`src/rtl/core/irfe_pkg.sv`:
```
`timescale 1ns / 1ps
`default_nettype none

package irfe_pkg;

  // Encoding modes
  localparam logic [1:0] MODE_PULSE_POSITION = 2'd0;
  localparam logic [1:0] MODE_PULSE_LENGTH   = 2'd1;
  localparam logic [1:0] MODE_BI_PHASE       = 2'd2;
  localparam logic [1:0] MODE_UNUSED         = 2'd3;

  // Configuration register indexes
  localparam int unsigned CFG_IDX_W = 4;
  localparam int unsigned CFG_DATA_W = 16;
  localparam logic [CFG_IDX_W-1:0] REG_ENCODING_MODE     = 4'd0;
  localparam logic [CFG_IDX_W-1:0] REG_PREAMBLE_ON_TIME  = 4'd1;
  localparam logic [CFG_IDX_W-1:0] REG_PREAMBLE_OFF_TIME = 4'd2;
  localparam logic [CFG_IDX_W-1:0] REG_ONE_TIME          = 4'd3;
  localparam logic [CFG_IDX_W-1:0] REG_ZERO_TIME         = 4'd4;
  localparam logic [CFG_IDX_W-1:0] REG_GAP_TIME          = 4'd5;
  localparam logic [CFG_IDX_W-1:0] REG_POSTAMBLE_TIME    = 4'd6;
  localparam logic [CFG_IDX_W-1:0] REG_FRAME_BITS        = 4'd7;

  // Segment slots of one byte: preamble pair, eight bit pairs, postamble and gap
  localparam logic [4:0] SEG_PRE_ON   = 5'd0;
  localparam logic [4:0] SEG_BIT_BASE = 5'd2;
  localparam logic [4:0] SEG_POST     = 5'd18;
  localparam logic [4:0] SEG_GAP      = 5'd19;
  localparam logic [3:0] BITS_PER_BYTE = 4'd8;

  typedef struct packed {
    logic [1:0]  mode;
    logic [15:0] pre_on;
    logic [15:0] pre_off;
    logic [15:0] one_time;
    logic [15:0] zero_time;
    logic [15:0] gap_time;
    logic [15:0] post_time;
    logic [7:0]  frame_bits;
  } cfg_t;

  // What one byte has to send
  typedef struct packed {
    logic       emit;
    logic [1:0] mode;
    logic [7:0] data;
    logic       pre;
    logic [3:0] nbits;
    logic       post;
  } plan_t;

endpackage

`default_nettype wire

```
`src/rtl/core/ir_remote_frame_encoder_unit.sv`:
```
`timescale 1ns / 1ps
`default_nettype none

// Infrared remote frame encoder. Each command byte becomes a run of carrier
// segments (carrier on/off plus a duration in microseconds), one segment per
// clock on the out_ channel while out_stall is low: two preamble segments
// when the byte opens a frame, two per data bit (LSB first, up to eight,
// until frame_bits runs out), and postamble plus gap when the frame closes.
// The next byte is taken in the cycle the last segment of the current one
// moves to the output register. Bytes written while encoding_mode is 3 are
// taken and dropped. The user must write registers only while no segments
// are pending; the block itself does not enforce this.
module ir_remote_frame_encoder_unit
  import irfe_pkg::*;
(
  input  wire logic                  clk,
  input  wire logic                  rst_n,
  input  wire logic                  cfg_we,
  input  wire logic [CFG_IDX_W-1:0]  cfg_index,
  input  wire logic [CFG_DATA_W-1:0] cfg_wdata,
  input  wire logic                  in_valid,
  output logic                       in_stall,
  input  wire logic [7:0]            in_data_byte,
  output logic                       out_valid,
  input  wire logic                  out_stall,
  output logic                       out_carrier_on,
  output logic [15:0]                out_duration,
  output logic                       out_last_of_run,
  output logic                       out_frame_end
);

  cfg_t  cfg;
  plan_t plan;
  logic  seq_ready;
  logic  in_fire;

  assign in_stall = !seq_ready;
  assign in_fire  = in_valid && seq_ready;

  irfe_cfg_regs u_cfg (
    .clk       (clk),
    .rst_n     (rst_n),
    .cfg_we    (cfg_we),
    .cfg_index (cfg_index),
    .cfg_wdata (cfg_wdata),
    .cfg       (cfg)
  );

  irfe_frame_planner u_plan (
    .clk       (clk),
    .rst_n     (rst_n),
    .cfg       (cfg),
    .data_byte (in_data_byte),
    .take      (in_fire),
    .plan      (plan)
  );

  irfe_seg_sequencer u_seq (
    .clk             (clk),
    .rst_n           (rst_n),
    .cfg             (cfg),
    .plan            (plan),
    .in_fire         (in_fire),
    .ready           (seq_ready),
    .out_valid       (out_valid),
    .out_stall       (out_stall),
    .out_carrier_on  (out_carrier_on),
    .out_duration    (out_duration),
    .out_last_of_run (out_last_of_run),
    .out_frame_end   (out_frame_end)
  );

endmodule

`default_nettype wire

```
`src/rtl/core/irfe_cfg_regs.sv`:
```
`timescale 1ns / 1ps
`default_nettype none

module irfe_cfg_regs
  import irfe_pkg::*;
(
  input  wire logic                  clk,
  input  wire logic                  rst_n,
  input  wire logic                  cfg_we,
  input  wire logic [CFG_IDX_W-1:0]  cfg_index,
  input  wire logic [CFG_DATA_W-1:0] cfg_wdata,
  output cfg_t                       cfg
);

  cfg_t cfg_r, cfg_nxt;

  // Register write decode; indexes past the list are dropped
  always_comb begin
    cfg_nxt = cfg_r;
    if (cfg_we) begin
      case (cfg_index)
        REG_ENCODING_MODE:     cfg_nxt.mode       = cfg_wdata[1:0];
        REG_PREAMBLE_ON_TIME:  cfg_nxt.pre_on     = cfg_wdata;
        REG_PREAMBLE_OFF_TIME: cfg_nxt.pre_off    = cfg_wdata;
        REG_ONE_TIME:          cfg_nxt.one_time   = cfg_wdata;
        REG_ZERO_TIME:         cfg_nxt.zero_time  = cfg_wdata;
        REG_GAP_TIME:          cfg_nxt.gap_time   = cfg_wdata;
        REG_POSTAMBLE_TIME:    cfg_nxt.post_time  = cfg_wdata;
        REG_FRAME_BITS:        cfg_nxt.frame_bits = cfg_wdata[7:0];
        default:               cfg_nxt = cfg_r;
      endcase
    end
  end

  always_ff @(posedge clk) begin
    if (!rst_n) begin
      cfg_r <= '0;
    end else begin
      cfg_r <= cfg_nxt;
    end
  end

  assign cfg = cfg_r;

endmodule

`default_nettype wire

```
`src/rtl/core/irfe_frame_planner.sv`:
```
`timescale 1ns / 1ps
`default_nettype none

module irfe_frame_planner
  import irfe_pkg::*;
(
  input  wire logic       clk,
  input  wire logic       rst_n,
  input  cfg_t            cfg,
  input  wire logic [7:0] data_byte,
  input  wire logic       take,
  output plan_t           plan
);

  logic       in_frame_r, in_frame_nxt;
  logic [7:0] bits_left_r, bits_left_nxt;
  logic [7:0] left;
  logic [7:0] rem;
  logic [3:0] nbits;

  // Bits this byte sends and what is left of the frame after it
  always_comb begin
    left  = in_frame_r ? bits_left_r : cfg.frame_bits;
    nbits = (left >= {4'd0, BITS_PER_BYTE}) ? BITS_PER_BYTE : left[3:0];
    rem   = left - {4'd0, nbits};

    plan.emit  = (cfg.mode != MODE_UNUSED);
    plan.mode  = cfg.mode;
    plan.data  = data_byte;
    plan.pre   = !in_frame_r;
    plan.nbits = nbits;
    plan.post  = (rem == 8'd0);
  end

  // Frame state moves only on bytes that produce segments
  always_comb begin
    in_frame_nxt  = in_frame_r;
    bits_left_nxt = bits_left_r;
    if (take && plan.emit) begin
      in_frame_nxt  = !plan.post;
      bits_left_nxt = rem;
    end
  end

  always_ff @(posedge clk) begin
    if (!rst_n) begin
      in_frame_r  <= 1'b0;
      bits_left_r <= 8'd0;
    end else begin
      in_frame_r  <= in_frame_nxt;
      bits_left_r <= bits_left_nxt;
    end
  end

endmodule

`default_nettype wire

```
`src/rtl/core/irfe_seg_sequencer.sv`:
```
`timescale 1ns / 1ps
`default_nettype none

module irfe_seg_sequencer
  import irfe_pkg::*;
(
  input  wire logic   clk,
  input  wire logic   rst_n,
  input  cfg_t        cfg,
  input  plan_t       plan,
  input  wire logic   in_fire,
  output logic        ready,
  output logic        out_valid,
  input  wire logic   out_stall,
  output logic        out_carrier_on,
  output logic [15:0] out_duration,
  output logic        out_last_of_run,
  output logic        out_frame_end
);

  logic        busy_r, busy_nxt;
  plan_t       item_r, item_nxt;
  logic [4:0]  ptr_r, ptr_nxt;
  logic        out_valid_r, out_valid_nxt;
  logic        out_on_r, out_on_nxt;
  logic [15:0] out_dur_r, out_dur_nxt;
  logic        out_last_r, out_last_nxt;
  logic        out_fend_r, out_fend_nxt;

  logic        advance;
  logic        seg_on;
  logic [15:0] seg_dur;
  logic        seg_last;
  logic [4:0]  nx_ptr;
  logic [4:0]  q;
  logic [4:0]  nq;
  logic [2:0]  bit_k;
  logic        half;
  logic        bit_v;
  logic [15:0] bit_t;
  logic [4:0]  first_ptr;

  assign advance = busy_r && (!out_valid_r || !out_stall);
  assign ready   = !busy_r || (advance && seg_last);

  // Segment at the current slot
  always_comb begin
    q     = ptr_r - SEG_BIT_BASE;
    bit_k = q[3:1];
    half  = q[0];
    bit_v = item_r.data[bit_k];
    bit_t = bit_v ? cfg.one_time : cfg.zero_time;
    if (ptr_r < SEG_BIT_BASE) begin
      seg_on  = (ptr_r == SEG_PRE_ON);
      seg_dur = (ptr_r == SEG_PRE_ON) ? cfg.pre_on : cfg.pre_off;
    end else if (ptr_r < SEG_POST) begin
      case (item_r.mode)
        MODE_PULSE_POSITION: begin
          seg_on  = !half;
          seg_dur = half ? bit_t : cfg.gap_time;
        end
        MODE_PULSE_LENGTH: begin
          seg_on  = !half;
          seg_dur = half ? cfg.gap_time : bit_t;
        end
        MODE_BI_PHASE: begin
          // one: off then on; zero: on then off
          seg_on  = ~(bit_v ^ half);
          seg_dur = bit_t;
        end
        default: begin
          seg_on  = 1'b0;
          seg_dur = 16'd0;
        end
      endcase
    end else begin
      seg_on  = (ptr_r == SEG_POST);
      seg_dur = (ptr_r == SEG_POST) ? cfg.post_time : cfg.gap_time;
    end
  end

  // Next slot, skipping bits past the count and a missing postamble
  always_comb begin
    nx_ptr   = ptr_r + 5'd1;
    nq       = nx_ptr - SEG_BIT_BASE;
    seg_last = 1'b0;
    if (ptr_r == SEG_GAP) begin
      seg_last = 1'b1;
    end else if (nx_ptr >= SEG_BIT_BASE && nx_ptr < SEG_POST && nq[4:1] >= item_r.nbits) begin
      nx_ptr   = SEG_POST;
      seg_last = !item_r.post;
    end else if (nx_ptr == SEG_POST) begin
      seg_last = !item_r.post;
    end
  end

  // First slot of a new byte
  always_comb begin
    if (plan.pre) begin
      first_ptr = SEG_PRE_ON;
    end else if (plan.nbits != 4'd0) begin
      first_ptr = SEG_BIT_BASE;
    end else begin
      first_ptr = SEG_POST;
    end
  end

  // Sequencer and output register
  always_comb begin
    busy_nxt      = busy_r;
    item_nxt      = item_r;
    ptr_nxt       = ptr_r;
    out_valid_nxt = out_valid_r;
    out_on_nxt    = out_on_r;
    out_dur_nxt   = out_dur_r;
    out_last_nxt  = out_last_r;
    out_fend_nxt  = out_fend_r;

    if (out_valid_r && !out_stall) begin
      out_valid_nxt = 1'b0;
    end
    if (advance) begin
      out_valid_nxt = 1'b1;
      out_on_nxt    = seg_on;
      out_dur_nxt   = seg_dur;
      out_last_nxt  = seg_last;
      out_fend_nxt  = (ptr_r == SEG_GAP);
      ptr_nxt       = nx_ptr;
      if (seg_last) begin
        busy_nxt = 1'b0;
      end
    end
    if (in_fire && plan.emit) begin
      busy_nxt = 1'b1;
      item_nxt = plan;
      ptr_nxt  = first_ptr;
    end
  end

  always_ff @(posedge clk) begin
    if (!rst_n) begin
      busy_r      <= 1'b0;
      out_valid_r <= 1'b0;
    end else begin
      busy_r      <= busy_nxt;
      out_valid_r <= out_valid_nxt;
    end
  end

  always_ff @(posedge clk) begin
    item_r     <= item_nxt;
    ptr_r      <= ptr_nxt;
    out_on_r   <= out_on_nxt;
    out_dur_r  <= out_dur_nxt;
    out_last_r <= out_last_nxt;
    out_fend_r <= out_fend_nxt;
  end

  assign out_valid       = out_valid_r;
  assign out_carrier_on  = out_on_r;
  assign out_duration    = out_dur_r;
  assign out_last_of_run = out_last_r;
  assign out_frame_end   = out_fend_r;

endmodule

`default_nettype wire

```
`config.mk`:
```
export PLATFORM = sky130hd
export DESIGN_NAME = ir_remote_frame_encoder_unit
export DESIGN_NICKNAME = d
export VERILOG_FILES = /design/src/rtl/core/irfe_pkg.sv /design/src/rtl/core/ir_remote_frame_encoder_unit.sv /design/src/rtl/core/irfe_cfg_regs.sv /design/src/rtl/core/irfe_frame_planner.sv /design/src/rtl/core/irfe_seg_sequencer.sv
export SDC_FILE = /design/constraint.sdc
export NUM_CORES = 1
export LEC_CHECK = 0
export ABC_AREA = 1
export BUFFER_PORTS_ARGS = -buffer_cell sky130_fd_sc_hd__buf_2
export CORE_MARGIN = 10
export CORE_UTILIZATION = 45
export CTS_BUF_LIST = sky130_fd_sc_hd__clkbuf_16
export DETAILED_ROUTE_END_ITERATION = 8
export SLEW_MARGIN = 20
export SYNTH_ARGS = -nofsm -noshare
export SYNTH_HDL_FRONTEND = slang
export SYNTH_SLANG_ARGS = --single-unit
```
`constraint.sdc`:
```
create_clock -name clk -period 4.3 [get_ports clk]
set_input_delay 0.86 -clock clk [delete_from_list [all_inputs] [get_ports clk]]
set_output_delay 0.86 -clock clk [all_outputs]
set_load 0.01 [all_outputs]
```
==> key figures, run 1 <==
CTS
  – TritonCTS clock tree: built
  – Skew-Pair Late Insertion Delay: 0.43 ns
  – CTS root buffer: clkbuf_16
  – Clock tree buffer depth: 2
  – H-tree depth: 4
  – Clock transition at the registers of the reported paths: 0.06 ns
  – Total CTS buffers: 17
  – Clk sinks: 156

Routing
  – Final WL: 19.3 mm
  – Vias per inst: 5.15
  – DR WL/cell: 16.0 um
  – Drt first pass iters: 5
  – Total number of vias: 6235
  – Drt initial violations: 450
  – Antenna-violating nets left: 0
  – DRC violations left: 0

Final layout
  – Most frequent cells in the layout: nor2_1 (172), o21ai_0 (163), dfxtp_1 (117)
  – Share of cells above drive strength 1: 13.0%
  – Area grow syn2layout: 14.2%
  – Antenna cells: 0
  – Most common cell after layout, fill and taps aside: nor2_1
  – Cell Count, Final, Fillers Out: 1210
  – Layout Nets: 1027

Placed design
  – Port bufs: 53
  – Gpl congestion: 0.817
  – HPWL after DPL: 12.8 mm
  – Placed cells: 1172

STA
  – Setup Viol. Count Final: 0
  – Final hold vios: 0
  – Worst clock skew: 0.00910 ns
  – Final count of pins violating max slew: 0
  – Fin crit period: 4.01 ns
  – Fin crit share: 93.3%
  – Tightest Pin Transition: 1.05 ns
  – Setup tns final: 0 ns
  – Upper clock frequency limit: 0.249 GHz
  – Max_slew headroom: 29.8%

Pwr
  – Pwr per Cell Area: 699 mW/mm^2
  – Total power: 5.80 mW
  – Maximum vdd ir drop: 328 uV
  – Leakage: 3.45 nW

Worst setup path
  – Delay of the slowest critical-path stage: 0.47 ns
  – Critical-path cell list: buf_4 -> ha_1 -> nand3_2 -> nand2_4 -> nor2_1 -> nand2_1 -> xor2_1 -> ha_1 -> nand2_1 -> inv_1 -> o21ai_0 -> nand3_1 -> nand3_2 -> nand2_1 -> nand2_1 -> nand2_2 -> nand2_4 -> nand2_4 -> inv_1 -> buf_2
  – Buf/Inv on CP: 4
  – Required time of the critical path: 3.44 ns
  – Crit path depth: 20
  – Worst EP arrival: 3.15 ns
  – Crit. End Element: output port
  – Delay-heaviest family, CP: simple AND/OR/NAND/NOR gates
  – Setup CP Type: register to output port
  – Worst-path fanout max: 11
  – Slowest stage cell, crit path: edfxtp_1
  – Most used cell, CP: nand2_1
  – Startpoint Class: register
  – Worst reg2reg path depth: 21

Synth
  – Sequential cell area fraction in the yosys report: 48.3%
  – Syn_nets: 986
  – Synth warnings: 0
  – Synth Cell Area: 0.00727 mm^2
  – Post-synth top area cell: dfxtp_1
  – Synth area leaders: dfxtp_1 (32%), edfxtp_1 (16%), o21ai_0 (11%), nor2_1 (8.9%), a21oi_1 (6.1%)
  – Synth Instances: 940
  – Synth Area per Inst: 7.74 um^2
  – Number of distinct library cells after synthesis: 36
  – Seq cells post-synth: 156
  – Share of Yosys cell area claimed by the top area cell type: 32.2%

Min path
  – Min-Delay Path Class: register to register
  – Hold Path Stages: 2

Global route
  – Vias in the first global route: 5853
  – First-pass GRT wire length: 31.5 mm
  – Largest net degree at the start of global routing: 50
  – Grt ovf: 0
  – Gr usage total: 18.0%
  – Initial antenna violation count: 0

Floorplan
  – Die area: 0.0216 mm^2
  – Die H: 147 um
  – Die Wd: 147 um
  – Std-Cell Core Area: 0.0159 mm^2
  – Initial Utilization: 45.8%
  – Rows: 46
  – Top Ports: 54

Job
  – Max Cap Violations: 0

Status
  – Status: complete, no violations
-- registers in the layout (all words and copies together) (netlist names) --
register,count
u_cfg.cfg,106
u_seq.out_duration,16
u_seq.item_r,15
u_plan.bits_left_r,8
u_seq.ptr_r,5
u_plan.in_frame_r,1
u_seq.busy_r,1
u_seq.out_carrier_on,1
u_seq.out_frame_end,1
u_seq.out_last_of_run,1
u_seq.out_valid,1
-- power by group --
part	total (mW)	internal (mW)	switching, mW
registers	1.93	1.81	0.126
clock network	1.47	0.876	0.595
logic	2.40	0.799	1.60
-- stage by stage --
stage | setup slack, ns | instance area (um^2) | util, % | hold slack [ns]
global placement | 0.626 | 7680 | 48.4 | 0.440
floorplan | 0.924 | 7270 | - | 0.430
global route | -0.000528 | 8300 | 52.3 | 0.476
CTS | 0.119 | 8260 | 52.0 | 0.451
finish | 0.286 | 8300 | 52.3 | 0.451
detailed placement | 0.592 | 7680 | 48.4 | 0.441
-- cell families (layout without fill, tap and decap cells) --
| group | Yosys count | count (layout) | synth area share, % |
|---|---|---|---|
| xor+xnor | 5 | 5 | 0.602 |
| mux | 1 | 1 | 0.138 |
| buf+inv | 140 | 194 | 7.76 |
| flops | 156 | 156 | 48.3 |
| compound gates | 288 | 288 | 21.0 |
| simple gates | 336 | 336 | 19.9 |
| other cells | 1 | 1 | 0.0516 |
| fa+ha+maj | 13 | 13 | 2.24 |
-- final timing paths --
| path | endpoint | slack (ns) | startpoint |
|---|---|---|---|
| setup / recovery | in_stall | 0.29 | u_seq.ptr_r[1] |
| setup reg to reg | u_plan.bits_left_r[2] | 0.87 | u_seq.ptr_r[1] |
| hold reg to reg | u_cfg.cfg[58] | 0.45 | u_cfg.cfg[58] |
| hold / removal | u_cfg.cfg[58] | 0.45 | u_cfg.cfg[58] |
-- area by class of cell --
| type | instances | area (um^2) |
|---|---|---|
| clock buffer | 18 | 450 |
| tap | 216 | 270 |
| clock inverter | 14 | 125 |
| timing repair buffer | 70 | 393 |
| sequential | 156 | 3510 |
| fill | 1567 | 7580 |
| inverter | 92 | 350 |
| multi-input combinational | 644 | 3200 |
-- cells in the mapped netlist --
master / count
nor2_1: 172
nand2_1: 104
nand2_2: 10
edfxtp_1: 39
nand4_1: 6
nand3b_1: 4
a21boi_2: 1
dfxtp_1: 117
mux2i_1: 1
or2_2: 1
inv_1: 89
buf_1: 1
xor2_1: 5
o22ai_1: 16
buf_6: 3
o21ai_0: 163
nand3_1: 26
o21ai_2: 1
o21ai_1: 1
conb_1: 1
buf_4: 1
a21boi_0: 16
inv_6: 1
nand3_4: 2
nor2_4: 1
nand2_4: 5
clkbuf_1: 37
buf_2: 6
a21oi_1: 88
nand3_2: 3
ha_1: 13
inv_2: 1
clkinv_1: 1
a21boi_4: 1
o211ai_1: 1
nor2_2: 2
-- worst reg2reg max path, stage by stage (launching register included) --
cell      delay, ns
edfxtp_1       0.47
buf_4          0.18
ha_1           0.22
nand3_2        0.11
nand2_4        0.08
nor2_1         0.14
nand2_1        0.08
xor2_1         0.15
ha_1           0.30
nand2_1        0.05
inv_1          0.06
o21ai_0        0.08
nand3_1        0.09
nand3_2        0.11
nand2_1        0.09
nand2_1        0.06
nand2_2        0.08
nand2_4        0.07
a21boi_4       0.57
buf_4          0.26
nor2_1         0.04
nor2_1         0.08
-- layer usage --
layer | track usage [%] | share of wire, % | vias up
li1 | - | - | 3194
met1 | 24.1 | 48 | 2902
met2 | 28.5 | 46 | 118
met3 | 3.16 | 3.7 | 21
met4 | 6.10 | 2.0 | 0
met5 | 0 | 0 | -
-- repair_timing --
item / in CTS / in global routing
hold buffers: 0 / 0
gates resized for setup: 0 / 1
setup buffers: 0 / 6
endpoints found under the setup margin: 0 / 1
(Power assumes the default switching activity.)
==> run 2, diff against run 1 <==
--- a/config.mk
+++ b/config.mk
@@ -7,10 +7,12 @@
 export LEC_CHECK = 0
 export ABC_AREA = 1
 export BUFFER_PORTS_ARGS = -buffer_cell sky130_fd_sc_hd__buf_2
+export CORE_ASPECT_RATIO = 2
 export CORE_MARGIN = 10
 export CORE_UTILIZATION = 45
 export CTS_BUF_LIST = sky130_fd_sc_hd__clkbuf_16
 export DETAILED_ROUTE_END_ITERATION = 8
+export SKIP_LAST_GASP = 1
 export SLEW_MARGIN = 20
 export SYNTH_ARGS = -nofsm -noshare
 export SYNTH_HDL_FRONTEND = slang
==> run 2 against run 1 <==
  * Final area rose by 0.35%
  * First-iteration DRC count shrank 40%
  * Routed wire length decreased by 0.77%
  * Critical path depth shrank 2
  * Critical endpoint unchanged
  * Worst hold slack improved by 0.0033 ns
  * Non-clock buffer count grew 1
  * Largest power group unchanged
==> key figures, run 2 (synthesis results as in run 1) <==
Status
  – Status: complete, no violations

Pwr
  – Leakage: 3.46 nW
  – Pwr per Cell Area: 706 mW/mm^2
  – Maximum vdd ir drop: 457 uV

STA
  – Final count of pins violating max slew: 0
  – Worst clock skew: 0.00899 ns
  – Tightest Pin Transition: 1.03 ns
  – Fin crit share: 93.9%
  – Setup Viol. Count Final: 0
  – Setup tns final: 0 ns
  – Max_slew headroom: 31.1%
  – Final setup margin: 0.262 ns
  – Fin crit period: 4.04 ns
  – Final hold vios: 0
  – Upper clock frequency limit: 0.248 GHz

Routing
  – Final WL: 19.2 mm
  – DRC violations left: 0
  – Drt initial violations: 268
  – Antenna-violating nets left: 0
  – Vias per inst: 5.22
  – DR WL/cell: 16.0 um
  – Drt first pass iters: 5
  – Total number of vias: 6240

Global route
  – Met2 usage: 33.2%
  – Grt ovf: 0
  – Initial antenna violation count: 0
  – Gr usage total: 18.2%
  – Vias in the first global route: 6093
  – GRT busiest layer: met2
  – Largest net degree at the start of global routing: 117
  – First-pass GRT wire length: 31.1 mm
  – Met3 usage: 3.41%
  – GR Util met1: 19.1%

Floorplan
  – Die area: 0.0220 mm^2
  – Die H: 200 um
  – Initial Utilization: 45.9%
  – Die Wd: 110 um
  – Top Ports: 54
  – Std-Cell Core Area: 0.0159 mm^2
  – Rows: 65

Final layout
  – Most frequent cells in the layout: nor2_1 (172), o21ai_0 (163), dfxtp_1 (117)
  – Core Util, Final: 52.5%
  – Share of cells above drive strength 1: 13.4%
  – Largest register FFs: 106
  – Filler cells: 1588
  – Layout Nets: 1028
  – Post-route cell area: 0.00833 mm^2
  – Most common cell after layout, fill and taps aside: nor2_1
  – Area grow syn2layout: 14.6%
  – Antenna cells: 0
  – Cell Count, Final, Fillers Out: 1196

CTS
  – CTS root buffer: clkbuf_16
  – TritonCTS clock tree: built
  – H-tree depth: 4
  – Total CTS buffers: 17
  – Clk sinks: 156
  – Hold-fix buffers, CTS: 0
  – Clock tree buffer depth: 2
  – Skew-Pair Late Insertion Delay: 0.43 ns
  – Clock transition at the registers of the reported paths: 0.06 ns

Placed design
  – HPWL after DPL: 13.1 mm
  – Placed cells: 1160
  – Gpl congestion: 0.789
  – Worst slack, placed: 0.551 ns
  – Port bufs: 53
  – Placed inst area: 0.00768 mm^2

Worst setup path
  – Worst-path fanout max: 11
  – Crit. End Element: output port
  – Worst EP arrival: 3.18 ns
  – Required time of the critical path: 3.44 ns
  – Startpoint Class: register
  – Setup CP Type: register to output port

Min path
  – Min-Delay Path Class: register to register

Job
  – Max Cap Violations: 0
-- run 2: changes by cell type in the layout (fill, tap and decap cells not counted) --
cell	before	now
clkinv_2	5	0
inv_6	1	4
clkinv_1	5	3
inv_8	0	2
clkbuf_2	0	1
clkinv_4	2	3
clkinvlp_4	1	2
ha_2	1	0
ha_4	0	1
inv_1	89	88
inv_2	1	2
-- run 2: final cells by class --
cell class,count,area [um^2],share of cell area (%)
Timing Repair Buffer,71,398,4.77
Sequential cell,156,3510,42.2
Multi-Input combinational cell,644,3210,38.5
Tap cell,201,251,3.02
Inverter,92,350,4.20
Clock buffer,18,450,5.41
Clock inverter,14,158,1.89
-- run 2: worst paths after layout --
check,start,to,slack (ns),depth (start not counted)
worst max register to register,u_seq.ptr_r[1],u_seq.item_r[15],0.90,17
worst min-delay path,u_cfg.cfg[74],u_cfg.cfg[74],0.45,2
worst max-delay path,u_seq.ptr_r[1],in_stall,0.26,18
worst min register to register,u_cfg.cfg[74],u_cfg.cfg[74],0.45,2
-- run 2: report_power, final --
group / internal [mW] / switching, mW / total, mW
registers: 1.81 / 0.125 / 1.93
logic: 0.807 / 1.60 / 2.40
clock network: 0.901 / 0.650 / 1.55
total: 3.51 / 2.37 / 5.89
-- run 2: worst max-delay path, cell delays in order (launching register included) --
cell      delay [ns]
edfxtp_1        0.53
ha_4            0.24
xor2_1          0.20
inv_1           0.12
ha_1            0.23
xor2_1          0.17
ha_1            0.27
nand2_1         0.05
inv_1           0.06
o21ai_0         0.08
nand3_1         0.08
nand3_2         0.12
nand2_1         0.08
nand2_1         0.06
nand2_2         0.08
nand2_4         0.07
nand2_4         0.13
inv_1           0.05
buf_2           0.13
-- run 2: stage by stage --
step                      hold slack [ns]  power (mW)
after CTS                           0.457        5.91
after detailed placement            0.447        4.36
after global placement              0.440        4.34
after global routing                0.479        6.31
final                               0.454        5.89
after floorplan                     0.430        3.65
-- run 2: timing repair --
action,CTS,global route
gates resized for setup,0,3
setup buffers,0,4
endpoints found under the setup margin,0,1
-- run 2: layer usage --
metal / share of wire (%) / vias to the layer above / wire, um
met4: 3.4 / 0 / 661
met1: 39 / 2888 / 7500
met3: 3.6 / 36 / 695
met2: 54 / 118 / 10300
li1: - / 3198 / -
met5: 0 / - / 0
==> run 3, diff against run 2 <==
--- a/config.mk
+++ b/config.mk
@@ -7,7 +7,7 @@
 export LEC_CHECK = 0
 export ABC_AREA = 1
 export BUFFER_PORTS_ARGS = -buffer_cell sky130_fd_sc_hd__buf_2
-export CORE_ASPECT_RATIO = 2
+export CORE_ASPECT_RATIO = 0.7
 export CORE_MARGIN = 10
 export CORE_UTILIZATION = 45
 export CTS_BUF_LIST = sky130_fd_sc_hd__clkbuf_16
==> run 3 against run 2 <==
  * Die area fell by 1.0%
  * Final area fell by 0.60%
  * Global-route usage fell by 0.35 points
  * Worst hold slack got worse by 0.0016 ns
  * Utilization rose by 0.25 points
  * First-iteration DRC count rose by 110%
  * Routed wire length fell by 0.81%
  * Clock skew fell by 0.0034 ns
  * Sequential power barely moved
  * Maximum frequency rose by 0.16%
  * Critical path type unchanged
  * Largest cell class unchanged
==> key figures, run 3 (synthesis results as in run 1) <==
Status
  – Status: complete, no violations

Global route
  – Initial antenna violation count: 0
  – First-pass GRT wire length: 30.8 mm
  – Largest net degree at the start of global routing: 117
  – Vias in the first global route: 5732
  – Gr usage total: 17.8%
  – Grt ovf: 0

STA
  – Worst clock skew: 0.00557 ns
  – Upper clock frequency limit: 0.248 GHz
  – RSZ-0062 raised after global routing: false
  – Fin crit period: 4.03 ns
  – Final count of pins violating max slew: 0
  – Final setup margin: 0.269 ns
  – Final hold vios: 0
  – Max_slew headroom: 29.6%
  – Tightest Pin Transition: 1.06 ns
  – Fin crit share: 93.7%
  – Setup Viol. Count Final: 0
  – Setup tns final: 0 ns

Final layout
  – Layout Nets: 1029
  – Share of cells above drive strength 1: 13.1%
  – Antenna cells: 0
  – Most frequent cells in the layout: nor2_1 (172), o21ai_0 (163), dfxtp_1 (117)
  – Cell Count, Final, Fillers Out: 1196
  – Post-route cell area: 0.00828 mm^2
  – Area grow syn2layout: 13.9%
  – Most common cell after layout, fill and taps aside: nor2_1
  – Largest register FFs: 106

Worst setup path
  – Worst-path fanout max: 11
  – Startpoint Class: register
  – Worst EP arrival: 3.17 ns
  – Delay-heaviest family, CP: adder cells
  – Critical-path cell list: ha_1 -> xor2_1 -> inv_1 -> ha_1 -> xor2_1 -> ha_1 -> nand2_1 -> inv_1 -> o21ai_0 -> nand3_1 -> nand3_2 -> nand2_1 -> nand2_1 -> nand2_2 -> nand2_4 -> nand2_4 -> inv_1 -> buf_2
  – Setup CP Type: register to output port
  – Buf/Inv on CP: 4
  – Delay of the slowest critical-path stage: 0.48 ns
  – Worst reg2reg path depth: 18
  – Reg2Reg Setup Slack: 0.92 ns
  – R2R Path Start: u_seq.ptr_r[1]
  – Required time of the critical path: 3.44 ns
  – Crit. End Element: output port
  – Slowest stage cell, crit path: edfxtp_1
  – FF-to-FF End: u_seq.ptr_r[3]

Placed design
  – Worst slack, placed: 0.587 ns
  – Placed cells: 1158
  – Port bufs: 53
  – Placed inst area: 0.00768 mm^2
  – Gpl congestion: 0.854
  – HPWL after DPL: 12.4 mm

CTS
  – Total CTS buffers: 17
  – TritonCTS clock tree: built
  – Post CTS Setup Buffer Count: 0
  – Clock tree buffer depth: 2
  – Skew-Pair Late Insertion Delay: 0.42 ns
  – CTS root buffer: clkbuf_16
  – Clk sinks: 156
  – Cts repair resizes: 0
  – H-tree depth: 4
  – Clock transition at the registers of the reported paths: 0.06 ns
  – Hold-fix buffers, CTS: 0

Pwr
  – Leakage: 3.45 nW
  – Pwr per Cell Area: 706 mW/mm^2
  – Maximum vdd ir drop: 382 uV

Floorplan
  – Die area: 0.0217 mm^2
  – Rows: 38
  – Top Ports: 54
  – Std-Cell Core Area: 0.0157 mm^2
  – Die Wd: 172 um
  – Die H: 126 um
  – Initial Utilization: 46.4%

Routing
  – Drt initial violations: 568
  – DRC violations left: 0
  – Drt first pass iters: 5
  – Final WL: 19.0 mm
  – DR WL/cell: 15.9 um
  – Vias per inst: 5.17
  – Antenna-violating nets left: 0
  – Total number of vias: 6187

Min path
  – Hold Path End: u_cfg.cfg[56]
  – Min-Delay Path Class: register to register
  – HP Start: u_cfg.cfg[56]
  – Hold Path Stages: 2

Job
  – Max Cap Violations: 0
==> run 3: changes by cell type in the layout (fill, tap and decap cells not counted), sizes merged <==
cell	before	now
clkbuf	19	17
clkinv	6	9
clkinvlp	2	3
inv	96	93
buf	70	72
==> run 3: worst max path at each step <==
stage	startpoint	to	slack [ns]	depth (start not counted)
final	u_seq.ptr_r[1]	in_stall	0.27	18
after global routing	u_seq.ptr_r[1]	in_stall	0.007	18
after CTS	u_seq.ptr_r[0]	in_stall	0.12	18
after detailed placement	u_seq.ptr_r[0]	in_stall	0.59	18
after global placement	u_seq.ptr_r[0]	in_stall	0.63	18
after floorplan	u_seq.ptr_r[1]	in_stall	0.92	18
==> run 3: worst min-delay path, stage by stage (launching register included) <==
cell and delay [ns]:
dfxtp_1 0.30, inv_1 0.06, a21oi_1 0.05
==> run 3: metrics by stage <==
step | hold slack [ns] | total power [mW] | utilization, %
after floorplan | 0.430 | 3.65 | -
after global placement | 0.440 | 4.37 | 48.9
after detailed placement | 0.444 | 4.38 | 48.9
after CTS | 0.454 | 5.82 | 52.5
after global routing | 0.471 | 6.30 | 52.8
final | 0.453 | 5.85 | 52.8
==> run 3: where the power goes <==
group	total, mW	internal, mW	switching (mW)
registers	1.93	1.81	0.122
clock network	1.44	0.841	0.595
logic	2.48	0.834	1.65
total	5.85	3.48	2.37
==> run 3: area by class of cell <==
cell class / count / area (um^2)
well taps: 200 / 250
multi-input cells: 644 / 3200
clock inverters: 15 / 134
flip-flops and latches: 156 / 3510
inverters: 92 / 350
clock buffers: 17 / 425
fillers: 1528 / 7410
repair buffers: 72 / 408
==> run 3: per-layer routing <==
layer  part of all wire [%]  up-vias  GRT usage (%)
li1                       -     3197              -
met1                     53     2823           27.3
met4                   0.62        0           3.99
met2                     40      154           23.9
met5                      0        -              0
met3                    6.8       13           4.71
